--- src/design/pip_pkg.sv ---
// Shared constants and pipeline control types for the point-in-polygon parity block.
package pip_pkg;

  // Default coordinate width: signed Q8.23 fixed point.
  localparam int COORD_WIDTH_DEF = 32;

  // Control bits that travel with each word through the pipeline.
  typedef struct packed {
    logic valid;     // stage holds a word
    logic clr;       // parity restarts (point load or first vertex of a polygon)
    logic emit;      // word is a last vertex and produces a result
    logic main_en;   // edge from the previous vertex straddles the test y
    logic main_pos;  // that edge runs downward (previous y above current y)
    logic close_en;  // closing edge back to the first vertex straddles the test y
    logic close_pos; // closing edge runs downward
  } ctl_t;

endpackage

--- src/design/pip_parity.sv ---
// Compare stage: crossing decisions, the running parity and the result register.
module pip_parity #(
  parameter int W = pip_pkg::COORD_WIDTH_DEF
) (
  input  logic                  clk,
  input  logic                  rst_n,
  input  logic                  en,
  input  pip_pkg::ctl_t         ctl,
  input  logic signed [2*W+1:0] main_lhs,
  input  logic signed [2*W+1:0] main_rhs,
  input  logic signed [2*W+1:0] close_lhs,
  input  logic signed [2*W+1:0] close_rhs,
  input  logic                  out_ready,
  output logic                  out_valid_r,
  output logic                  inside_r
);
  import pip_pkg::*;

  logic parity_r, parity_nxt;
  logic hit_main, hit_close, par_base, par_new;

  // A downward edge crosses when lhs < rhs, an upward one when lhs > rhs.
  assign hit_main  = ctl.main_en &&
                     (ctl.main_pos ? (main_lhs < main_rhs) : (main_lhs > main_rhs));
  assign hit_close = ctl.close_en &&
                     (ctl.close_pos ? (close_lhs < close_rhs) : (close_lhs > close_rhs));

  assign par_base   = ctl.clr ? 1'b0 : parity_r;
  assign par_new    = par_base ^ hit_main ^ hit_close;
  assign parity_nxt = ctl.emit ? 1'b0 : par_new;

  always_ff @(posedge clk) begin
    if (!rst_n) begin
      parity_r    <= 1'b0;
      out_valid_r <= 1'b0;
    end else begin
      if (en && ctl.valid) begin
        parity_r <= parity_nxt;
      end
      if (en && ctl.valid && ctl.emit) begin
        out_valid_r <= 1'b1;
      end else if (out_ready) begin
        out_valid_r <= 1'b0;
      end
    end
  end

  always_ff @(posedge clk) begin
    if (en && ctl.valid && ctl.emit) begin
      inside_r <= par_new;
    end
  end

endmodule

--- config.mk ---
export PLATFORM = sky130hd
export DESIGN_NAME = pip_parity
export DESIGN_NICKNAME = d
export VERILOG_FILES = /design/src/design/pip_pkg.sv /design/src/design/pip_parity.sv
export SDC_FILE = /design/constraint.sdc
export NUM_CORES = 1
export LEC_CHECK = 0
export ABC_AREA = 1
export BUFFER_PORTS_ARGS = -buffer_cell sky130_fd_sc_hd__buf_2
export CORE_ASPECT_RATIO = 0.75
export CORE_MARGIN = 8
export CORE_UTILIZATION = 40
export DETAILED_ROUTE_END_ITERATION = 7
export PLACE_DENSITY_LB_ADDON = 0.3
export SLEW_MARGIN = 15
export SYNTH_ARGS = -nofsm -noshare
export SYNTH_HDL_FRONTEND = slang
export SYNTH_SLANG_ARGS = --single-unit
--- constraint.sdc ---
create_clock -name clk -period 6 [get_ports clk]
set_clock_uncertainty 0.2 [all_clocks]
set_input_delay 0.3 -clock clk [delete_from_list [all_inputs] [get_ports clk]]
set_output_delay 0.3 -clock clk [all_outputs]
set_load 0.02 [all_outputs]
==> flow_summary.json <==
{
  "first_global_vias": 4708,
  "cts_hold_buf": 0,
  "cp_common_cell": "nand2_1",
  "port_buffers": 276,
  "setup_violations": 0,
  "vdd_drop_max_mv": 0.0764,
  "antenna_found_initial": 0,
  "arrival_ns": 2.26,
  "numCtsBuffers": 3,
  "place_congestion": 0.860,
  "yosysTopAreaCell": "ha_1",
  "crit_family": "simple AND/OR/NAND/NOR gates",
  "post-route-period-util_pct": 41.4,
  "synth_top_area_share_pct": 41.6,
  "drive_gt1_share_pct": 32.2,
  "clock_sinks": 3,
  "cellLeakagePower_nw": 3.84,
  "placed_cells": 1061,
  "clock_latency_ns": 0.22,
  "die-area_mm2": 0.0134,
  "synth.distinct_cells": 24,
  "drt-total-wl_um": 12500,
  "routed_via_density": 4.40,
  "wl_per_cell_um": 11.7,
  "cts_tree": "yes",
  "powerDensity_mw_per_mm2": 79.7,
  "path_clk_slew_ns": 0.03,
  "netlist_area_mm2": 0.00397,
  "coreArea_mm2": 0.00966,
  "cp_slowest_stage_delay_ns": 0.31,
  "critPathKind": "input pin to register",
  "nNetsFinal": 1341,
  "cts_max_level": 1,
  "die_w_um": 131,
  "hold_viol": 0,
  "dieHeight_um": 102,
  "vias": 4687,
  "worst-path-max-fanout": 2,
  "fmax_mhz": 403,
  "clock-root-buffer": "clkbuf_16",
  "syn2layout_area_growth_pct": 41.0,
  "io_pins": 277,
  "rsz0062_at_grt": "no",
  "ys_seq_elements": 3,
  "yosys_warnings": 0,
  "start_util_pct": 41.1,
  "cp_num_buf_inv": 3,
  "rows": 31,
  "layout_common_cells": "276 x buf_2, 182 x inv_1, 152 x nand2_1, 132 x ha_1, 54 x a21oi_1",
  "grt-ovfl-total": 0,
  "cts_resized": 0,
  "grt_pass1_wl_um": 19700,
  "cp-end-kind": "register",
  "antenna_cells": 0,
  "status": "complete, no violations",
  "cp.required_ns": 5.77,
  "grtUsageTotal_pct": 17.6,
  "cts_buffer_depth": 2,
  "drc": 0,
  "fin_area_mm2": 0.00559,
  "hp-class": "input pin to register",
  "min_period_ns": 2.48,
  "cp-start-kind": "input pin",
  "cap_violations": 0,
  "dr.pass1.iters": 5,
  "ys_seq_area_share_pct": 1.77,
  "cpMaxStageDelayCell": "nor3_1",
  "fillers": 966,
  "layout_commonest_cell": "buf_2",
  "dp_hpwl_um": 11900,
  "dpl_cell_area_mm2": 0.00551,
  "antenna_left": 0,
  "synth_fp_nets": 1060,
  "grt_max_degree": 5,
  "tightest_slew_ns": 0.380,
  "synth.avg_cell_area_um2": 6.08,
  "finalNonFillerCells": 1065,
  "crit_chain": "buf_2, ha_1, nand2_1, inv_1, nand3_1, nor3_1, nand2_1, nor2_1, nand2_1, nand2_1, nor2_1, nand3_1, nand3_1, nand2_1, inv_1, nor2_1, nand3_2, and2_1",
  "max_slew_margin_pct": 74.4,
  "slew_viol_final": 0,
  "finalSetupTns_ns": 0,
  "drtIter0Drc": 72,
  "post_cts_buffers": 0,
  "synthCells": 653,
  "synth_area_leaders": "ha_1 42%, inv_1 17%, nand2_1 14%, a21oi_1 6.8%, nor2_1 3.7%"
}
[synthesized netlist by cell type, drive strengths merged]
cell type / number
a21o: 5
a21oi: 55
and2: 3
dfxtp: 2
edfxtp: 1
ha: 132
inv: 187
nand2: 156
nand3: 28
nand4: 13
nor2: 44
nor3: 5
nor4: 3
o21a: 4
o21ai: 12
o21bai: 3
[logic make-up (layout without fill, tap and decap cells)]
group | count (synthesis) | after routing | share of synthesized area, %
compound gates | 79 | 79 | 10.8
fa+ha+maj | 132 | 132 | 41.6
buf+inv | 187 | 467 | 17.7
flops | 3 | 3 | 1.77
simple gates | 252 | 252 | 28.1
[per-stage QoR]
step / hold slack (ns) / worst slack, ns / power [W] / util [%]
floorplan: 0.240 / 3.72 / 0.000210 / -
global placement: 0.256 / 3.39 / 0.000338 / 57.1
detailed placement: 0.262 / 3.31 / 0.000342 / 57.1
CTS: 0.125 / 3.52 / 0.000452 / 57.9
global route: 0.143 / 3.29 / 0.000506 / 57.9
finish: 0.125 / 3.52 / 0.000446 / 57.9
[path summary, 6_finish.rpt]
path | slack, ns | to | startpoint | depth (start not counted)
worst min register to register | 0.26 | out_valid_r | out_valid_r | 2
worst max-delay path | 3.52 | inside_r | close_lhs[37] | 18
worst min-delay path | 0.13 | out_valid_r | out_ready | 4
worst max register to register | 4.57 | inside_r | parity_r | 6
[area by class of cell]
| type | count | area, um^2 | area share (%) |
|---|---|---|---|
| clock buffers | 4 | 78.8 | 1.41 |
| well taps | 132 | 165 | 2.95 |
| multi-input cells | 463 | 3200 | 57.1 |
| inverters | 187 | 702 | 12.6 |
| flip-flops and latches | 3 | 70.1 | 1.25 |
| repair buffers | 276 | 1380 | 24.7 |
[state kept, by name, summed over array words and instances, names as in the netlist]
name         flops
out_valid_r      1
inside_r         1
parity_r         1
[power by group]
part            total, W  switching, W  internal [W]  leakage [nW]
combinational   0.000317      0.000157      0.000160          3.77
clock           0.000106     0.0000183     0.0000877        0.0382
sequential     0.0000227   0.000000323     0.0000223        0.0255
[routing by layer]
layer | vias up | part of all wire, % | GRT usage, %
li1 | 2618 | - | -
met1 | 1902 | 41 | 19.9
met2 | 157 | 48 | 33.2
met3 | 10 | 10 | 3.65
met4 | 0 | 1.1 | 3.25
met5 | - | 0 | 0
[worst reg2reg max path, delay by kind of cell (launching register included)]
family	cells	cell delay, ns
AND/OR/NAND/NOR	4	0.54
buffers and inverters	2	0.12
flip-flops	1	0.32
(Power assumes the default switching activity.)
