$ cat config.mk
export PLATFORM = sky130hd
export DESIGN_NAME = pip_front
export DESIGN_NICKNAME = d
export VERILOG_FILES = /design/src/design/pip_pkg.sv /design/src/design/pip_front.sv
export SDC_FILE = /design/constraint.sdc
export NUM_CORES = 1
export LEC_CHECK = 0
export BUFFER_PORTS_ARGS = -buffer_cell sky130_fd_sc_hd__clkbuf_2
export CORE_MARGIN = 4
export CORE_UTILIZATION = 60
export DETAILED_ROUTE_END_ITERATION = 10
export GPL_TIMING_DRIVEN = 0
export PLACE_DENSITY = 0.93
export SLEW_MARGIN = 10
export SYNTH_ARGS = -nofsm -noshare
export SYNTH_HDL_FRONTEND = slang
export SYNTH_SLANG_ARGS = --single-unit
$ cat constraint.sdc
create_clock -name clk -period 12 [get_ports clk]
set_input_delay 0.6 -clock clk [delete_from_list [all_inputs] [get_ports clk]]
set_output_delay 0.6 -clock clk [all_outputs]
set_load 0.05 [all_outputs]
$ cat src/design/pip_pkg.sv
// Shared constants and pipeline control types for the point-in-polygon parity block.
package pip_pkg;

  // Default coordinate width: signed Q8.23 fixed point.
  localparam int COORD_WIDTH_DEF = 32;

  // Control bits that travel with each word through the pipeline.
  typedef struct packed {
    logic valid;     // stage holds a word
    logic clr;       // parity restarts (point load or first vertex of a polygon)
    logic emit;      // word is a last vertex and produces a result
    logic main_en;   // edge from the previous vertex straddles the test y
    logic main_pos;  // that edge runs downward (previous y above current y)
    logic close_en;  // closing edge back to the first vertex straddles the test y
    logic close_pos; // closing edge runs downward
  } ctl_t;

endpackage

$ cat src/design/pip_front.sv
// Front stage: polygon state and the coordinate differences for both edges of a word.
module pip_front #(
  parameter int W = pip_pkg::COORD_WIDTH_DEF
) (
  input  logic                clk,
  input  logic                rst_n,
  input  logic                en,
  input  logic                acc,
  input  logic                kind,
  input  logic signed [W-1:0] x,
  input  logic signed [W-1:0] y,
  input  logic                last,
  output pip_pkg::ctl_t       ctl_r,
  output logic signed [W:0]   ma_r,
  output logic signed [W:0]   mb_r,
  output logic signed [W:0]   mc_r,
  output logic signed [W:0]   md_r,
  output logic signed [W:0]   ca_r,
  output logic signed [W:0]   cb_r,
  output logic signed [W:0]   cc_r,
  output logic signed [W:0]   cd_r
);
  import pip_pkg::*;

  logic signed [W-1:0] point_x_r, point_y_r;
  logic signed [W-1:0] first_x_r, first_y_r;
  logic signed [W-1:0] prev_x_r, prev_y_r;
  logic                in_poly_r;

  logic signed [W-1:0] fsel_x, fsel_y;
  logic signed [W:0]   xe, ye, pxe, pye, vxe, vye, fxe, fye;
  logic signed [W:0]   ma_nxt, mb_nxt, mc_nxt, md_nxt;
  logic signed [W:0]   ca_nxt, cb_nxt, cc_nxt, cd_nxt;
  logic                gt_cur, gt_prev, gt_first;
  ctl_t                ctl_nxt;

  // With no polygon open the current vertex is also the first one.
  assign fsel_x = in_poly_r ? first_x_r : x;
  assign fsel_y = in_poly_r ? first_y_r : y;

  assign xe  = {x[W-1], x};
  assign ye  = {y[W-1], y};
  assign pxe = {point_x_r[W-1], point_x_r};
  assign pye = {point_y_r[W-1], point_y_r};
  assign vxe = {prev_x_r[W-1], prev_x_r};
  assign vye = {prev_y_r[W-1], prev_y_r};
  assign fxe = {fsel_x[W-1], fsel_x};
  assign fye = {fsel_y[W-1], fsel_y};

  assign gt_cur   = y > point_y_r;
  assign gt_prev  = prev_y_r > point_y_r;
  assign gt_first = fsel_y > point_y_r;

  // Edge from the previous vertex to the current one.
  assign ma_nxt = pxe - xe;
  assign mb_nxt = vye - ye;
  assign mc_nxt = vxe - xe;
  assign md_nxt = pye - ye;
  // Closing edge from the current vertex back to the first one.
  assign ca_nxt = pxe - fxe;
  assign cb_nxt = ye - fye;
  assign cc_nxt = xe - fxe;
  assign cd_nxt = pye - fye;

  always_comb begin
    ctl_nxt           = '0;
    ctl_nxt.valid     = acc;
    ctl_nxt.clr       = !kind || !in_poly_r;
    ctl_nxt.emit      = kind && last;
    ctl_nxt.main_en   = kind && in_poly_r && (gt_cur != gt_prev);
    ctl_nxt.main_pos  = !mb_nxt[W];
    ctl_nxt.close_en  = kind && last && (gt_cur != gt_first);
    ctl_nxt.close_pos = !cb_nxt[W];
  end

  always_ff @(posedge clk) begin
    if (!rst_n) begin
      ctl_r     <= '0;
      point_x_r <= '0;
      point_y_r <= '0;
      in_poly_r <= 1'b0;
    end else begin
      if (en) begin
        ctl_r <= ctl_nxt;
      end
      if (acc) begin
        if (!kind) begin
          point_x_r <= x;
          point_y_r <= y;
          in_poly_r <= 1'b0;
        end else begin
          in_poly_r <= !last;
        end
      end
    end
  end

  always_ff @(posedge clk) begin
    if (acc && kind) begin
      if (!in_poly_r) begin
        first_x_r <= x;
        first_y_r <= y;
      end
      prev_x_r <= x;
      prev_y_r <= y;
    end
    if (en) begin
      ma_r <= ma_nxt;
      mb_r <= mb_nxt;
      mc_r <= mc_nxt;
      md_r <= md_nxt;
      ca_r <= ca_nxt;
      cb_r <= cb_nxt;
      cc_r <= cc_nxt;
      cd_r <= cd_nxt;
    end
  end

endmodule

==> reports/qor.yml <==
power:
  p_comb_share_pct: 28.8
  share_clk_of_total_power_pct: 31.2
  p_sw_mw: 1.76
  p_int_mw: 3.33
  power_density_nw_per_um2: 156
  pwr-share-seq_pct: 40.0
  fin_total_pwr_mw: 5.09
  ir_drop_v: 0.000144
  leakage_nw: 14.3
  p_sw_share_pct: 34.6
worst_setup_path:
  cp-startpoint: "in_poly_r"
  start_kind: "flop"
  critPathRequiredTime_ns: 12.42
  r2r_cells: 15
  endpoint: "cd_r[22]"
  r2r_start: "in_poly_r"
  endpoint_kind: "flop"
  worstPathArrival_ns: 5.85
  ff2ff_setup_slack_ns: 6.57
  r2r_end: "cd_r[22]"
  cp_max_fo: 10
  path_class: "reg -> reg"
clock_network:
  clk_path_buf_depth: 3
  ctsHoldBuffers: 0
  root_buffer: "clkbuf_16"
  post_cts_buffers: 0
  ctsResizeCount: 0
  numCtsBuffers: 48
  cts_num_sinks: 464
  clk_pin_slew_worst_paths_ns: 0.06
  cts_tree: "done"
  clk_latency_ns: 0.60
  htree_levels: 2
logic_synthesis:
  yosysTopAreaCell: "edfxtp_1"
  yosysWarnings: 0
  synthCells: 2754
  syn_nets: 3122
  synth_edf_count: 392
  async_reset_ff_share_pct: 0
  synth.yosys.seq_area_share_pct: 46.4
  syn_avg_cell_area_sq_um: 10.3
  synth_flop_cell: "edfxtp_1"
  synth_area_leaders: "edfxtp_1 41%, ha_1 13%, dfxtp_1 5.1%"
  synth_area_sq_um: 28500
  synth-seq-cells: 464
  yosysTopAreaCellShare_pct: 41.3
  synth_cell_types: 74
sta:
  skew_ns: 0.0193
  tns_ns: 0
  timing.fmax_ghz: 0.184
  hold_violations: 0
  rsz0062_at_grt: "false"
  min_period_ns: 5.43
  tightest_slew_ns: 1.19
  fin_crit_sh_pct: 45.2
  max-slew-margin-rel_pct: 20.6
  holdWs_ns: 0.267
  setup_viol: 0
  slew_violations: 0
job:
  drv_cap: 0
layout:
  nNetsFinal: 3515
  final_layout_size_suffix_gt1_share_pct: 13.8
  post-route-util_pct: 69.9
  n_antenna_cell: 0
  final_area_sq_um: 32700
  area_growth_pct: 14.8
floorplan:
  die_w_um: 226
  core_sq_um: 46800
  die-area_sq_um: 51000
  ioPinCount: 341
  start_util_pct: 60.9
  fp.dieH_um: 226
  rows: 79
placed_design:
  portBuffers: 340
  dpl_cell_area_sq_um: 31000
  gp_congestion: 0.945
  dpl.hpwl_mm: 58.1
drt:
  drc: 0
  dr.pass1.iters: 5
  drt-total-wl_mm: 77.6
  avgViaCountPerCell: 6.12
  via_count: 23200
  avgRoutedWirePerCell_um: 20.4
  antenna_left: 0
  first_iter_violations: 2037
grt:
  grt_pass1_vias: 22900
  grt_pass1_wl_mm: 120
  grt_use_total_pct: 29.5
  grt_max_degree: 108
  antenna_found_initial: 1
  gr-total-overflow: 0
worst_hold_path:
  hold_class: "in -> reg"
status:
  status: "completed"
## Yosys cell counts (all sizes together), types with 5 or more instances
| cell | n |
|---|---|
| a211o | 8 |
| a211oi | 17 |
| a21boi | 133 |
| a21o | 103 |
| a21oi | 223 |
| a221oi | 5 |
| a31o | 5 |
| a31oi | 19 |
| and2 | 8 |
| and3 | 19 |
| buf | 5 |
| clkbuf | 46 |
| dfxtp | 72 |
| edfxtp | 392 |
| fa | 8 |
| ha | 290 |
| inv | 233 |
| mux2i | 5 |
| nand2 | 291 |
| nand2b | 41 |
| nand3 | 53 |
| nand4 | 21 |
| nor2 | 126 |
| nor2b | 46 |
| nor3 | 32 |
| nor4 | 5 |
| o2111ai | 5 |
| o211ai | 16 |
| o21a | 51 |
| o21ai | 141 |
| o21bai | 23 |
| o22ai | 5 |
| o31a | 10 |
| o31ai | 17 |
| or2 | 7 |
| or3 | 6 |
| xnor2 | 154 |
| xor2 | 60 |
## cell families (layout without fill, tap and decap cells)
| family | after synthesis | after routing | share of synthesized area (%) |
|---|---|---|---|
| multiplexers | 5 | 5 | 0.176 |
| AO/OA/AOI/OAI | 821 | 821 | 19.1 |
| adder cells (fa/ha/maj) | 298 | 298 | 13.3 |
| flip-flops | 464 | 464 | 46.4 |
| AND/OR/NAND/NOR | 668 | 668 | 10.7 |
| buffers and inverters | 284 | 717 | 3.75 |
| XOR/XNOR | 214 | 214 | 6.58 |
## worst max-delay path: stages (launching register included)
cell and delay (ns):
dfxtp_1 0.30, clkbuf_1 0.24, clkbuf_1 0.58, clkbuf_1 0.63, o21ai_0 0.33, ha_1 0.29, fa_1 0.40, nor2b_1 0.19
o31a_1 0.21, o41a_1 0.22, nor3_1 0.10, o31ai_1 0.79, a31oi_1 0.33, or2_1 0.30, o21ai_1 0.15, xor2_1 0.20
## registers in the layout (all words and copies together) (netlist names)
register,cells
prev_x_r,32
ca_r,33
first_x_r,32
in_poly_r,1
ctl_r,7
mb_r,33
point_x_r,32
point_y_r,32
cb_r,33
cd_r,33
md_r,33
prev_y_r,32
cc_r,33
first_y_r,32
ma_r,33
mc_r,33
## metrics by stage
stage / instances / setup slack, ns
after global routing: 3794 / 6.30
after global placement: 3701 / 5.73
final: 3794 / 6.57
after CTS: 3794 / 6.50
after detailed placement: 3704 / 6.53
after floorplan: 2754 / 8.23
## power by group through the flow
stage	clock, mW	sequential, mW	combinational, mW
3_5_place_dp	0	2.07	1.44
5_1_grt	1.66	2.05	1.56
3_3_place_gp	0	2.07	1.40
6_report	1.59	2.03	1.47
2_1_floorplan	0	2.48	0.636
4_1_cts	1.60	2.03	1.45
## area by class of cell
| cell class | count | area [sq um] |
|---|---|---|
| fillers | 3187 | 14100 |
| clock buffers | 63 | 1330 |
| well taps | 607 | 759 |
| plain buffers | 51 | 193 |
| repair buffers | 343 | 1790 |
| flip-flops and latches | 464 | 13200 |
| inverters | 233 | 880 |
| multi-input cells | 2006 | 14200 |
| clock inverters | 27 | 334 |
## cell usage in the layout (no fill, tap or decap), drive strengths merged, types with 6 or more instances in the layout
master  count
o211ai     16
and2        8
nor2b      46
ha        290
and3       19
a21o      103
a211o       8
nand4      21
fa          8
o31ai      17
xnor2     154
clkinv     11
a21boi    133
a211oi     17
dfxtp      72
or2         7
bufinv      7
o31a       10
a21oi     223
nor3       32
o21a       51
buf         8
nand3      53
a31oi      19
inv       237
o21ai     141
nor2      126
clkbuf    449
nand2b     41
o21bai     23
or3         6
xor2       60
nand2     291
edfxtp    392
## worst min-delay path by stage
stage / from / cells after the start / to
5_1_grt: y[18] / 1 / prev_y_r[18]
4_1_cts: x[16] / 1 / prev_x_r[16]
2_1_floorplan: point_x_r[0] / 2 / point_x_r[0]
3_5_place_dp: ctl_r[3] / 2 / ctl_r[3]
6_report: x[29] / 1 / prev_x_r[29]
3_3_place_gp: ctl_r[1] / 2 / ctl_r[1]
## per-layer routing
| metal | GRT usage [%] | routed length, um | vias to the layer above |
|---|---|---|---|
| met5 | 0 | 16 | - |
| met4 | 13.4 | 3610 | 2 |
| met3 | 4.28 | 6430 | 214 |
| met2 | 51.9 | 38200 | 1192 |
| met1 | 36.0 | 29300 | 11000 |
| li1 | - | - | 10800 |
Note: power is estimated with default switching activity, not from simulation.
